`src/sv/bds_ram.sv`:
```
// Generic single-write, single-read synchronous RAM with registered read data.
// Depends on nothing; holds the column sums and the column block ends.
module bds_ram #(
    parameter int DATA_W = 8,
    parameter int ADDR_W = 6
) (
    input  logic              aclk,
    input  logic              we,
    input  logic [ADDR_W-1:0] waddr,
    input  logic [DATA_W-1:0] wdata,
    input  logic [ADDR_W-1:0] raddr,
    output logic [DATA_W-1:0] rdata
);

    logic [DATA_W-1:0] mem [2**ADDR_W];

    // One write port and one registered read port.
    always_ff @(posedge aclk) begin
        if (we) begin
            mem[waddr] <= wdata;
        end
        rdata <= mem[raddr];
    end

endmodule

```
`config.mk`:
```
export PLATFORM = sky130hd
export DESIGN_NAME = bds_ram
export DESIGN_NICKNAME = d
export VERILOG_FILES = /design/src/sv/bds_ram.sv
export SDC_FILE = /design/constraint.sdc
export NUM_CORES = 1
export LEC_CHECK = 0
export ABC_AREA = 1
export BUFFER_PORTS_ARGS = -buffer_cell sky130_fd_sc_hd__clkbuf_2
export CORE_MARGIN = 2
export CORE_UTILIZATION = 45
export DETAILED_ROUTE_END_ITERATION = 10
export PLACE_DENSITY = 0.65
export SLEW_MARGIN = 20
export SYNTH_ARGS = -nofsm -noshare
export SYNTH_HDL_FRONTEND = slang
export SYNTH_SLANG_ARGS = --single-unit
```
`constraint.sdc`:
```
create_clock -name aclk -period 2.66 [get_ports aclk]
set_clock_uncertainty 0.05 [all_clocks]
set_input_delay 0.133 -clock aclk [delete_from_list [all_inputs] [get_ports aclk]]
set_output_delay 0.133 -clock aclk [all_outputs]
set_load 0.02 [all_outputs]
```
Word-level counts from Yosys, hierarchy flattened
Memories as Yosys holds them, arrays and structs flattened. A register that Yosys moved wholly into a read port is not among the register bits. Index checks and enable logic that the tools add are counted.

Add/sub/neg operators: 0. $mul: 0. Div/mod/pow operators: 0. Order comparisons: 0. Equality and inequality tests: 0. Shift operators: 0. Muxes and demuxes: 2. Bitwise gates (word level): 0. Reductions and logical operators: 0.

Operators by type and width (number): two-way mux 1 bit (2).

Register bits: 0. Latch bits: 0. RAM bits: 512. Memory bits (read-only): 0. Input bits: 22. Output and inout bits: 8. Word-level logic and storage cells: 3. Memories: 1.

Memory list: mem (depth 64, width 8, rd ports 1, clocked after Yosys merged registers in 1, write ports 1, line 15) `logic [DATA_W-1:0] mem [2**ADDR_W];`.

Depth between registers and ports, before layout
Depth in word-level cells: 2. Mapped depth: 12. Depth with buffers taken out: 9.

Worst setup path before layout
Ideal clock, no wire load.

Path type: input-to-reg. From: in we. To: mem mem[48][0] (enable). Library setup time: 0.395 ns. Arrival: 1.504 ns. Data required time: 2.215 ns. Slack: 0.711 ns. Cell stages on the path: 3. Path buffers: 1. Cell sequence: clkbuf_1 -> nand4_1 -> nor4_1.

Longest elaborated chain between the ends: 2.

RTL lines: start: declaration (line 8) `input logic we,`; two-way mux 1 bit (line 19) `if (we) begin`; two-way mux 1 bit (implied by the code) (line 20) `mem[waddr] <= wdata;`; end: declaration (line 15).

Every way passes these cells.

==> results.yml <==
logic_synthesis:
  synth_cell_type_count: 16
  ys_async_sr_fraction_pct: 0
  synth_seq_cells: 520
  synth_top_area_cell: "sky130_fd_sc_hd__edfxtp_1"
  synth_top_cell_area_share_pct: 72.0
  synth_edf_count: 512
  yosys-top-cells-area: "sky130_fd_sc_hd__edfxtp_1, sky130_fd_sc_hd__nand2_1, sky130_fd_sc_hd__nand3_1, sky130_fd_sc_hd__buf_6, sky130_fd_sc_hd__nor2_1"
  synth_common_cells: "sky130_fd_sc_hd__nand2_1, sky130_fd_sc_hd__edfxtp_1, sky130_fd_sc_hd__nand3_1"
  synth_nets: 1827
  synthesis.area_per_instance_um2: 11.8
  synth_most_common_cell: "sky130_fd_sc_hd__nand2_1"
  synth-warning-count: 0
  yosysSeqAreaShare_pct: 72.8
  netlist_area_um2: 21300
  synth-main-ff-cell: "sky130_fd_sc_hd__edfxtp_1"
  gate_count_post_synth: 1805
place:
  place_inst: 2408
  post-dp-hpwl_mm: 30.7
  io_buffer_count: 29
  routabilityCongestion: 0.845
power_and_ir_drop:
  p_leak_nw: 8.63
  combPwrFrac_pct: 6.3
  power_per_cell_area_nw_per_um2: 720
  netSwitchingPower_mw: 3.84
  pwr-share-clk_pct: 40.7
  ir_drop_mv: 0.497
  p_int_mw: 13.3
  power.switching_fraction_pct: 22.4
  power.sequential.fraction_pct: 53.1
  total_power_mw: 17.1
clock_network:
  clkSinkCount: 520
  cts_resized: 0
  post_cts_setup_buffer_count: 0
  h-tree-depth: 2
  clk_root_buffer_cell: "sky130_fd_sc_hd__clkbuf_16"
  insertion_delay_ns: 0.61
  maximum_root_to_sink_buffer_count: 3
  clock_tree_from_tritoncts: "done"
  cts-buffers-inserted: 51
  clock_pin_slew_of_the_registers_on_the_worst_case_setup_and_hold_paths_ns: 0.06
floorplan:
  fp.dieH_um: 222
  floorplan.initialDensity_pct: 45.7
  boundaryPins: 30
  floorplan.die_area_um2: 49200
  die_w_um: 222
  rows: 79
  core-area_um2: 46700
setup_path:
  setup.worst_path.start_class: "flip-flop"
  criticalPathCategory: "flip-flop to flip-flop"
  critPathLaunch: "mem[58][1]"
  worst-path-max-fanout: 1
  cp-end-kind: "flip-flop"
  critical_path_arrival_ns: 1.95
  reg2reg_from: "mem[58][1]"
  critPathRequiredTime_ns: 3.10
sta:
  min_period_ns: 1.51
  timing_max_transition_violations_final: 0
  finalHoldWorstSlack_ns: 0.0775
  max_slew.worst_pin.slew_ns: 0.974
  hold_violations: 0
  setup_repair_after_global_routing_missed_its_margin: "false"
  final.setup.tns_ns: 0
  timing.final.crit_share_pct: 56.7
  slew_headroom_pct: 35.1
  timing.fmax_mhz: 663
  final-setup-viol-count: 0
detailed_routing:
  detailed_route_wire_length_mm: 52.2
  first_pass_iters: 8
  detail_route.wl_per_cell_um: 20.8
  avgViaCountPerCell: 5.57
  route.antenna.remaining_nets: 0
  drt_iter0_drc: 1708
  routed-via-count: 14000
  detail_route.drc_violations: 2
global_route:
  grt_use_total_pct: 21.3
  grt_start_max_net_pins: 161
  grt_pass1_wl_mm: 80.6
  antenna_found_initial: 0
  global_route.overflow_total: 0
  grt_pass1_vias: 13500
cells_and_area:
  signed_area_change_from_the_synthesized_netlist_to_the_final_layout_pct: 11.6
  count_of_placed_standard_cells_in_the_final_layout_fillers_left_out: 2504
  drive_above_1_share_pct: 9.54
  number_of_antenna_repair_diodes: 0
  finish.net_count: 1878
  util_after_layout_pct: 51.0
  n_fill_cell: 4034
status:
  outcome: "complete, but fails checks"
  violations_in_the_final_reports: "DRC"
min_path:
  holdCritStartpoint: "raddr[4]"
  worstHoldPathType: "input pin to flip-flop"
run:
  cap_violations: 0
[layout make-up]
cell class | count | area, µm² | share of cell area, %
Timing Repair Buffer | 111 | 925 | 3.88
Multi-Input combinational cell | 1160 | 4950 | 20.8
Sequential cell | 520 | 15500 | 65.2
Clock buffer | 63 | 1340 | 5.64
Tap cell | 607 | 759 | 3.19
Clock inverter | 31 | 253 | 1.06
Inverter | 12 | 52.6 | 0.221
[worst max-delay path, stage by stage, from the launching register on]
cell and delay, ns:
sky130_fd_sc_hd__edfxtp_1 0.38, sky130_fd_sc_hd__nand2_1 0.08, sky130_fd_sc_hd__nand3_1 0.08, sky130_fd_sc_hd__nand3_1 0.13, sky130_fd_sc_hd__nand2_1 0.09, sky130_fd_sc_hd__nand2_1 0.07
sky130_fd_sc_hd__nand3_1 0.21, sky130_fd_sc_hd__nand3_1 0.22, sky130_fd_sc_hd__nand2_1 0.07
[final timing paths]
kind / to / slack (ns) / depth (start not counted)
min reg2reg: rdata[7] / 0.76 / 8
max reg2reg: rdata[1] / 1.15 / 8
max: rdata[1] / 1.15 / 8
min: rdata[4] / 0.08 / 4
[cell families (layout without fill, tap and decap cells)]
kind of cell	count (synthesis)	in the layout	share of synthesized area, %
flip-flops	520	520	72.8
buffers and inverters	125	217	4.02
AND/OR/NAND/NOR	1160	1160	23.2
[registers in the layout, indices dropped and copies added (netlist names)]
signal and flops:
mem 512, rdata 8
[what timing repair did]
| item | 4_1_cts | 5_1_grt |
|---|---|---|
| endpoints found under the setup margin | 0 | 0 |
| hold buffers | 2 | 0 |
| hold endpoints to repair | 14 | 0 |
[power groups by stage]
stage,combinational [mW],sequential (mW),clock (mW)
floorplan,0.637,9.28,0
global placement,1.05,9.27,0
detailed placement,1.07,9.27,0
CTS,1.07,9.10,7.04
global route,1.18,9.10,7.37
finish,1.08,9.10,6.97
[layout by cell type (no fill, tap or decap)]
cell | netlist | final
sky130_fd_sc_hd__nand2_1 | 648 | 648
sky130_fd_sc_hd__dfxtp_1 | 8 | 8
sky130_fd_sc_hd__clkbuf_16 | 0 | 52
sky130_fd_sc_hd__inv_1 | 10 | 9
sky130_fd_sc_hd__nand4_1 | 9 | 9
sky130_fd_sc_hd__dlygate4sd3_1 | 0 | 2
sky130_fd_sc_hd__bufinv_16 | 0 | 4
sky130_fd_sc_hd__buf_6 | 35 | 1
sky130_fd_sc_hd__nand3_1 | 439 | 439
sky130_fd_sc_hd__inv_6 | 1 | 2
sky130_fd_sc_hd__nor2_1 | 56 | 56
sky130_fd_sc_hd__clkinv_2 | 0 | 11
sky130_fd_sc_hd__clkbuf_2 | 0 | 27
sky130_fd_sc_hd__clkinv_8 | 0 | 1
sky130_fd_sc_hd__nor4_1 | 8 | 8
sky130_fd_sc_hd__clkbuf_1 | 15 | 11
sky130_fd_sc_hd__inv_4 | 0 | 1
sky130_fd_sc_hd__buf_4 | 14 | 69
sky130_fd_sc_hd__clkinv_1 | 0 | 14
sky130_fd_sc_hd__buf_12 | 0 | 12
sky130_fd_sc_hd__inv_2 | 1 | 1
sky130_fd_sc_hd__edfxtp_1 | 512 | 512
[metrics by stage]
| step | instance area (µm²) | setup WS (ns) |
|---|---|---|
| final | 23800 | 1.15 |
| after detailed placement | 22200 | 0.607 |
| after floorplan | 21300 | 0.711 |
| after global placement | 22200 | 0.611 |
| after global routing | 23800 | 1.06 |
| after CTS | 23800 | 1.18 |
[routing by layer]
| metal | vias to the layer above | GRT usage (%) | share of wire, % |
|---|---|---|---|
| li1 | 6451 | - | - |
| met1 | 6833 | 30.3 | 43 |
| met2 | 572 | 33.9 | 46 |
| met3 | 103 | 2.99 | 7.9 |
| met4 | 0 | 7.37 | 3.0 |
| met5 | - | 0 | 0 |
Note: power is estimated with default switching activity, not from simulation.
