## config.mk

```make
export PLATFORM = sky130hd
export DESIGN_NAME = bds_div
export DESIGN_NICKNAME = d
export VERILOG_FILES = /design/src/sv/bds_pkg.sv /design/src/sv/bds_div.sv
export SDC_FILE = /design/constraint.sdc
export NUM_CORES = 1
export LEC_CHECK = 0
export BUFFER_PORTS_ARGS = -buffer_cell sky130_fd_sc_hd__buf_2
export CAP_MARGIN = 15
export CORE_MARGIN = 2
export CORE_UTILIZATION = 37
export CTS_BUF_LIST = sky130_fd_sc_hd__clkbuf_4
export DETAILED_ROUTE_END_ITERATION = 12
export PLACE_DENSITY = 0.6
export SYNTH_ARGS = -nofsm -noshare
export SYNTH_HDL_FRONTEND = slang
export SYNTH_SLANG_ARGS = --single-unit
```

## constraint.sdc

```tcl
create_clock -name aclk -period 2.65 [get_ports aclk]
set_input_delay 0.265 -clock aclk [delete_from_list [all_inputs] [get_ports aclk]]
set_output_delay 0.265 -clock aclk [all_outputs]
set_load 0.03 [all_outputs]
```

## src/sv/bds_pkg.sv

```systemverilog
// Shared types, constants and helper functions for the box downsampler.
// Used by bds_div and the top module of the box_downsample_checker_composite block.
package bds_pkg;

    // Geometry limits.
    localparam int SRC_MAX   = 4096;
    localparam int OUT_MAX   = 64;
    localparam int DIM_W     = 13;
    localparam int OUT_DIM_W = 7;
    localparam int COL_W     = 6;
    localparam int CNT_W     = 12;
    localparam int PIX_W     = 8;
    localparam int SUM_W     = 32;
    localparam int NCH       = 4;
    localparam int ENTRY_W   = SUM_W * NCH;
    localparam int DIV_W     = 32;
    localparam int N_W       = 2 * DIM_W;
    localparam int IN_DATA_W = 32;
    localparam int OUT_DATA_W = 72;

    // Checkerboard colors and the full-scale alpha.
    localparam logic [PIX_W-1:0] BG_EVEN   = 8'hF0;
    localparam logic [PIX_W-1:0] BG_ODD    = 8'hC8;
    localparam logic [PIX_W-1:0] ALPHA_MAX = 8'hFF;

    // Configuration register indexes.
    typedef enum logic [1:0] {
        REG_SRC_WIDTH  = 2'd0,
        REG_SRC_HEIGHT = 2'd1,
        REG_MAX_EDGE   = 2'd2
    } reg_idx_t;

    // Sequencer states.
    typedef enum logic [3:0] {
        ST_INIT,
        ST_OW,
        ST_OH,
        ST_COL,
        ST_BAND,
        ST_IDLE,
        ST_ACC,
        ST_AVG,
        ST_COMP,
        ST_EMIT,
        ST_ADV
    } state_t;

    // Divider status as seen by the sequencer.
    typedef struct packed {
        logic busy;
        logic done;
    } div_stat_t;

    // Source dimension: zero reads as one, oversize as the maximum.
    function automatic logic [DIM_W-1:0] clamp_src(input logic [DIM_W-1:0] v);
        logic [DIM_W-1:0] r;
        if (v == '0) begin
            r = DIM_W'(1);
        end else if (v > DIM_W'(SRC_MAX)) begin
            r = DIM_W'(SRC_MAX);
        end else begin
            r = v;
        end
        return r;
    endfunction

    // Output edge limit: zero reads as one, oversize as the maximum.
    function automatic logic [OUT_DIM_W-1:0] clamp_out(input logic [OUT_DIM_W-1:0] v);
        logic [OUT_DIM_W-1:0] r;
        if (v == '0) begin
            r = OUT_DIM_W'(1);
        end else if (v > OUT_DIM_W'(OUT_MAX)) begin
            r = OUT_DIM_W'(OUT_MAX);
        end else begin
            r = v;
        end
        return r;
    endfunction

endpackage

```

## src/sv/bds_div.sv

```systemverilog
// Restoring divider, one quotient bit per cycle, shared by the sequencer.
// Depends on bds_pkg for widths and the status struct.
module bds_div (
    input  logic                      aclk,
    input  logic                      aresetn,
    input  logic                      start,
    input  logic [bds_pkg::DIV_W-1:0] dividend,
    input  logic [bds_pkg::DIV_W-1:0] divisor,
    output bds_pkg::div_stat_t        stat,
    output logic [bds_pkg::DIV_W-1:0] quotient
);
    import bds_pkg::*;

    logic [DIV_W-1:0] q_reg;
    logic [DIV_W-1:0] r_reg;
    logic [DIV_W-1:0] d_reg;
    logic [4:0]       cnt_reg;
    logic             busy_reg;
    logic             done_reg;
    logic [DIV_W:0]   r_shift;
    logic [DIV_W:0]   r_diff;
    logic             ge;

    // Shift in the next dividend bit and trial-subtract.
    always_comb begin
        r_shift = {r_reg, q_reg[DIV_W-1]};
        r_diff  = r_shift - {1'b0, d_reg};
        ge      = (r_shift >= {1'b0, d_reg});
    end

    // Control flags.
    always_ff @(posedge aclk) begin
        if (!aresetn) begin
            busy_reg <= 1'b0;
            done_reg <= 1'b0;
            cnt_reg  <= '0;
        end else begin
            done_reg <= 1'b0;
            if (start) begin
                busy_reg <= 1'b1;
                cnt_reg  <= '0;
            end else if (busy_reg) begin
                cnt_reg <= cnt_reg + 5'd1;
                if (cnt_reg == 5'(DIV_W - 1)) begin
                    busy_reg <= 1'b0;
                    done_reg <= 1'b1;
                end
            end
        end
    end

    // Partial remainder and quotient.
    always_ff @(posedge aclk) begin
        if (start) begin
            q_reg <= dividend;
            r_reg <= '0;
            d_reg <= divisor;
        end else if (busy_reg) begin
            q_reg <= {q_reg[DIV_W-2:0], ge};
            r_reg <= ge ? r_diff[DIV_W-1:0] : r_shift[DIV_W-1:0];
        end
    end

    assign stat.busy = busy_reg;
    assign stat.done = done_reg;
    assign quotient  = q_reg;

endmodule

```

## Word-level counts from Yosys, hierarchy flattened

Index checks and enable logic that the tools add are counted.

- Memories kept: 0
- Memory bits (writable): 0
- Logic and storage cells: 22
- Memory bits (read-only): 0
- Bits in latches: 0
- Bits in registers: 103
- Output and inout port bits: 34

- Shift-type cells: 0
- Eq/ne operators: 1
- Divide/modulo/power cells: 0
- Bitwise logic cells: 2
- Reductions and logical operators: 3
- Multiplexer cells: 7
- $mul: 0
- Add/subtract/negate cells: 2
- Magnitude comparators: 1

Operators with widths:

| kind | count |
|---|---|
| 2-to-1 mux 32 bit | 3 |
| >= comparator 33 x 32 -> 1 bit | 1 |
| subtractor 32 bit | 1 |
| adder 5 x 1 -> 5 bit (second input constant) | 1 |
| equality test 5 bit (second input constant) | 1 |
| 2-to-1 mux 1 bit | 4 |
| OR reduction 3 bit | 1 |
| inverter 1 bit | 2 |
| nonzero test 2 bit | 1 |
| OR reduction 2 bit | 1 |

## Depth between registers and ports, before layout

- Depth in word-level cells: 4
- Mapped depth: 14
- Mapped depth without buffers: 12

## Worst setup path before layout

Ideal clock, no wire load.

- Path type: flip-flop to flip-flop
- Start point: register q_reg[31], in the netlist quotient[31]
- End point: register r_reg[30]
- Library setup time: 0.116 ns
- Data arrival time: 2.709 ns
- Stages on the path, launching flop included: 13
- Path buffers: 0
- Slack: -0.174 ns
- Path through: edfxtp_1 inv_1 ha_1 fa_1 nand2b_1 a21o_1 a21o_1 a211o_1 a21oi_1 o211ai_1 a31oi_1 xor2_1 a31o_1

- Word-level cells in the longest chain between the ends: 2
- Elaborated cells on any way between the ends: 3
- Classes of those cells: 1 x add/sub; 1 x order compare; 1 x mux

Ends and longest elaborated chain:

| item | RTL line | source |
|---|---|---|
| start, declared | bds_div.sv:14 | `logic [DIV_W-1:0] q_reg;` |
| start signal, assigned | bds_div.sv:55 | `q_reg <= dividend;` |
| start signal, assigned | bds_div.sv:59 | `q_reg <= {q_reg[DIV_W-2:0], ge};` |
| subtractor 32 bit or >= comparator 33 x 32 -> 1 bit (tied branches) | bds_div.sv:27, bds_div.sv:28 |  |
| 2-to-1 mux 32 bit * | bds_div.sv:60 | `r_reg <= ge ? r_diff[DIV_W-1:0] : r_shift[DIV_W-1:0];` |
| end signal, assigned | bds_div.sv:60 |  |
| end, declared | bds_div.sv:15 | `logic [DIV_W-1:0] r_reg;` |

Every way passes the cells marked *; elsewhere a longest branch is shown, timed or not.
A chain may end at the register's enable or synchronous reset.

## Worst setup path after layout

- Start point: register d_reg[8]
- End point: register q_reg[0], in the netlist quotient[0] (data pin)

- Word-level cells in the longest chain between the ends: 3

Ends and longest elaborated chain:

| item | RTL line | source |
|---|---|---|
| start, declared | bds_div.sv:16 | `logic [DIV_W-1:0] d_reg;` |
| start signal, assigned | bds_div.sv:57 | `d_reg <= divisor;` |
| >= comparator 33 x 32 -> 1 bit | bds_div.sv:28 | `ge = (r_shift >= {1'b0, d_reg});` |
| 2-to-1 mux 32 bit | bds_div.sv:58 | `end else if (busy_reg) begin` |
| 2-to-1 mux 32 bit | bds_div.sv:54 | `if (start) begin` |

Every way passes these cells. The select of a mux whose other input is x is not followed.

==> impl_metrics.json <==
{
  "outcome": "complete, but fails checks",
  "violations": "negative setup slack",
  "cp_slowest_cell": "edfxtp_1",
  "final_cell_mix": "buf_2, buf_4, edfxtp_1",
  "required_ns": 2.93,
  "coreArea_um2": 15800,
  "slew_headroom_pct": 59.5,
  "cts.path.max_buffers": 2,
  "period_share_pct": 103,
  "synth_area_um2": 5990,
  "rsz0062_at_grt": "yes",
  "ir_worst_vdd_mv": 0.403,
  "skew_ns": 0.0314,
  "internal-power_w": 0.00276,
  "fin_crit_ns": 2.74,
  "grt_first_pass_wirelength_um": 25800,
  "numCtsBuffers": 9,
  "clk_pin_slew_ns": 0.19,
  "hp-class": "primary input to register",
  "setup_ws_ns": -0.0856,
  "p_per_area_nw_per_um2": 511,
  "first_pass_iters": 5,
  "grtUsageTotal_pct": 18.1,
  "dp.cells": 929,
  "vias": 5167,
  "route.detailed.wl_per_inst_um": 15.7,
  "drv_cap": 0,
  "ant_nets": 0,
  "p_leak_nw": 3.48,
  "rows": 46,
  "comb_power_share_pct": 33.7,
  "fmax_mhz": 366,
  "routed_wl_um": 15700,
  "die_w_um": 131,
  "place.gp.congestion": 0.905,
  "yosysSeqAreaShare_pct": 45.1,
  "grt_remaining_overflow": 0,
  "syn-num-nets": 679,
  "reg2reg_depth": 12,
  "yosys_warnings": 0,
  "min_path_cells": 2,
  "worst_setup_path_start_kind": "register",
  "sw_frac_of_total_pct": 35.0,
  "clockPowerShare_pct": 20.8,
  "yosys_register_bits": 103,
  "path_cells": "inv_2, ha_4, a21oi_2, o211ai_1, o211a_4, o311ai_4, a31o_4, o2bb2ai_4, o211ai_4, buf_12, clkbuf_16, mux2_2",
  "initial_core_util_pct": 37.8,
  "pin_count": 101,
  "drive_gt1_share_pct": 37.8,
  "htree_levels": 3,
  "drc": 0,
  "setup_viol": 19,
  "synth_flop_cell": "edfxtp_1",
  "async_reset_ff_share_pct": 0,
  "clock_latency_ns": 0.52,
  "crit_path_max_incr_delay_ns": 0.41,
  "syn-instance-count": 577,
  "syn_to_final_growth_pct": 38.8,
  "portBuffers": 100,
  "final_common_cell": "buf_2",
  "clockRootBuffer": "clkbuf_4",
  "slew_viol_final": 0,
  "end_kind": "register",
  "drtIter0Drc": 283,
  "dp_hpwl_um": 10700,
  "grt_max_degree": 39,
  "syn_avg_cell_area_um2": 10.4,
  "nNetsFinal": 882,
  "cts_tree": "done",
  "layout.cells.non_filler": 1002,
  "die_area_um2": 17200,
  "synth_edf_count": 64,
  "first_global_vias": 5418,
  "worst_pin_slew_ns": 0.606,
  "worstPathArrival_ns": 3.01,
  "p_switching_w": 0.00148,
  "cp_max_fo": 7,
  "antenna_found_initial": 1,
  "hold_violations": 0,
  "holdWs_ns": 0.0398,
  "clock_sinks": 103,
  "synth.distinct_cells": 58,
  "avgViaCountPerCell": 5.16,
  "crit_type": "register to register",
  "fp.dieH_um": 131,
  "p_seq_share_pct": 45.5
}
==> cells in the mapped netlist (2+ instances only) <==
cell type	instances	area [µm²]
o211ai_1	6	45.0
nor2_1	42	158
xor2_1	15	131
a21o_1	15	113
ha_1	34	425
nand2_1	41	154
and4_1	2	17.5
dfxtp_1	39	781
o2bb2a_1	2	20.0
buf_4	2	15.0
xnor2_1	16	140
a211oi_1	20	150
nand2b_1	5	31.3
o31ai_1	3	22.5
buf_6	3	33.8
inv_1	44	165
o21a_1	6	45.0
nor2b_1	4	25.0
edfxtp_1	64	1920
and2_1	3	18.8
mux2i_1	27	270
o21ai_1	7	35.0
mux2_2	33	372
nand3_1	11	55.1
and3_1	5	31.3
a31oi_1	10	62.6
nor4_1	3	18.8
a21oi_1	29	145
clkbuf_1	23	86.3
o21ai_0	18	90.1
o21bai_1	5	37.5
nor3_1	6	30.0
buf_2	3	15.0
nand4_1	7	43.8
==> power by group through the flow <==
| stage | registers, W | clock network, W | logic (W) |
|---|---|---|---|
| after floorplan | 0.00205 | 0 | 0.000677 |
| after global placement | 0.00195 | 0 | 0.00117 |
| after detailed placement | 0.00195 | 0 | 0.00119 |
| after CTS | 0.00193 | 0.000915 | 0.00132 |
| after global routing | 0.00195 | 0.000974 | 0.00155 |
| final | 0.00193 | 0.000880 | 0.00143 |
==> stage by stage <==
stage               utilization, %  TNS [ns]  cell area (µm²)  worst slack, ns  power [W]
finish                        52.5    -0.528             8310          -0.0856    0.00424
global route                  52.5     -4.25             8310           -0.185    0.00447
CTS                           50.7    -0.211             8030          -0.0789    0.00416
detailed placement            45.3     -1.75             7180           -0.119    0.00315
global placement              45.3    -0.683             7180           -0.138    0.00313
floorplan                        -   -0.0142             6030          -0.0142    0.00272
==> kinds of logic (layout without fill, tap and decap cells) <==
| kind of cell | Yosys count | after routing | share of synthesized area [%] |
|---|---|---|---|
| buffers and inverters | 76 | 284 | 5.52 |
| DFF | 103 | 103 | 45.1 |
| other | 0 | 1 | 0 |
| adders and majority gates | 35 | 35 | 7.44 |
| xor gates and xnor gates | 31 | 31 | 4.53 |
| AOI/OAI and AO/OA | 141 | 141 | 16.6 |
| and+or+nand+nor | 131 | 131 | 10.1 |
| muxes | 60 | 60 | 10.7 |
==> what timing repair did <==
| item | 4_1_cts | 5_1_grt |
|---|---|---|
| pin swaps | 18 | 26 |
| resized for setup | 31 | 48 |
| hold buffers | 40 | 2 |
| endpoints found under the setup margin | 32 | 33 |
| setup buffers | 8 | 5 |
| cloned | 2 | 1 |
| hold endpoints to repair | 41 | 2 |
==> cell type report <==
class | count | area, µm²
Antenna cell | 1 | 2.50
Clock buffer | 9 | 67.6
Clock inverter | 7 | 88.8
Fill cell | 1423 | 7520
Inverter | 44 | 165
Multi-Input combinational cell | 398 | 3370
Sequential cell | 103 | 2700
Tap cell | 216 | 270
Timing Repair Buffer | 224 | 1640
==> final timing paths <==
path | from | end | slack, ns
hold reg to reg | r_reg[31]$_SDFFE_PP0P_ | r_reg[31]$_SDFFE_PP0P_ | 0.48
setup / recovery | d_reg[8]$_DFFE_PP_ | quotient[0]$_DFFE_PP_ | -0.09
hold / removal | dividend[16] | quotient[16]$_DFFE_PP_ | 0.04
setup reg to reg | d_reg[8]$_DFFE_PP_ | quotient[0]$_DFFE_PP_ | -0.09
==> metal layers <==
| metal | track usage (%) | part of all wire, % | vias up |
|---|---|---|---|
| li1 | - | - | 2501 |
| met1 | 23.3 | 46 | 2482 |
| met2 | 29.9 | 48 | 155 |
| met3 | 4.13 | 4.6 | 29 |
| met4 | 6.76 | 1.9 | 0 |
| met5 | 0 | 0 | - |
==> worst max-delay path, delay by kind of cell, from the launching register on <==
family / cells / cell delay (ns)
adder cells (fa/ha/maj): 1 / 0.21
flip-flops: 1 / 0.41
AO/OA/AOI/OAI: 7 / 1.23
multiplexers: 1 / 0.25
buffers and inverters: 3 / 0.41
Power figures use the tool's default switching activity.
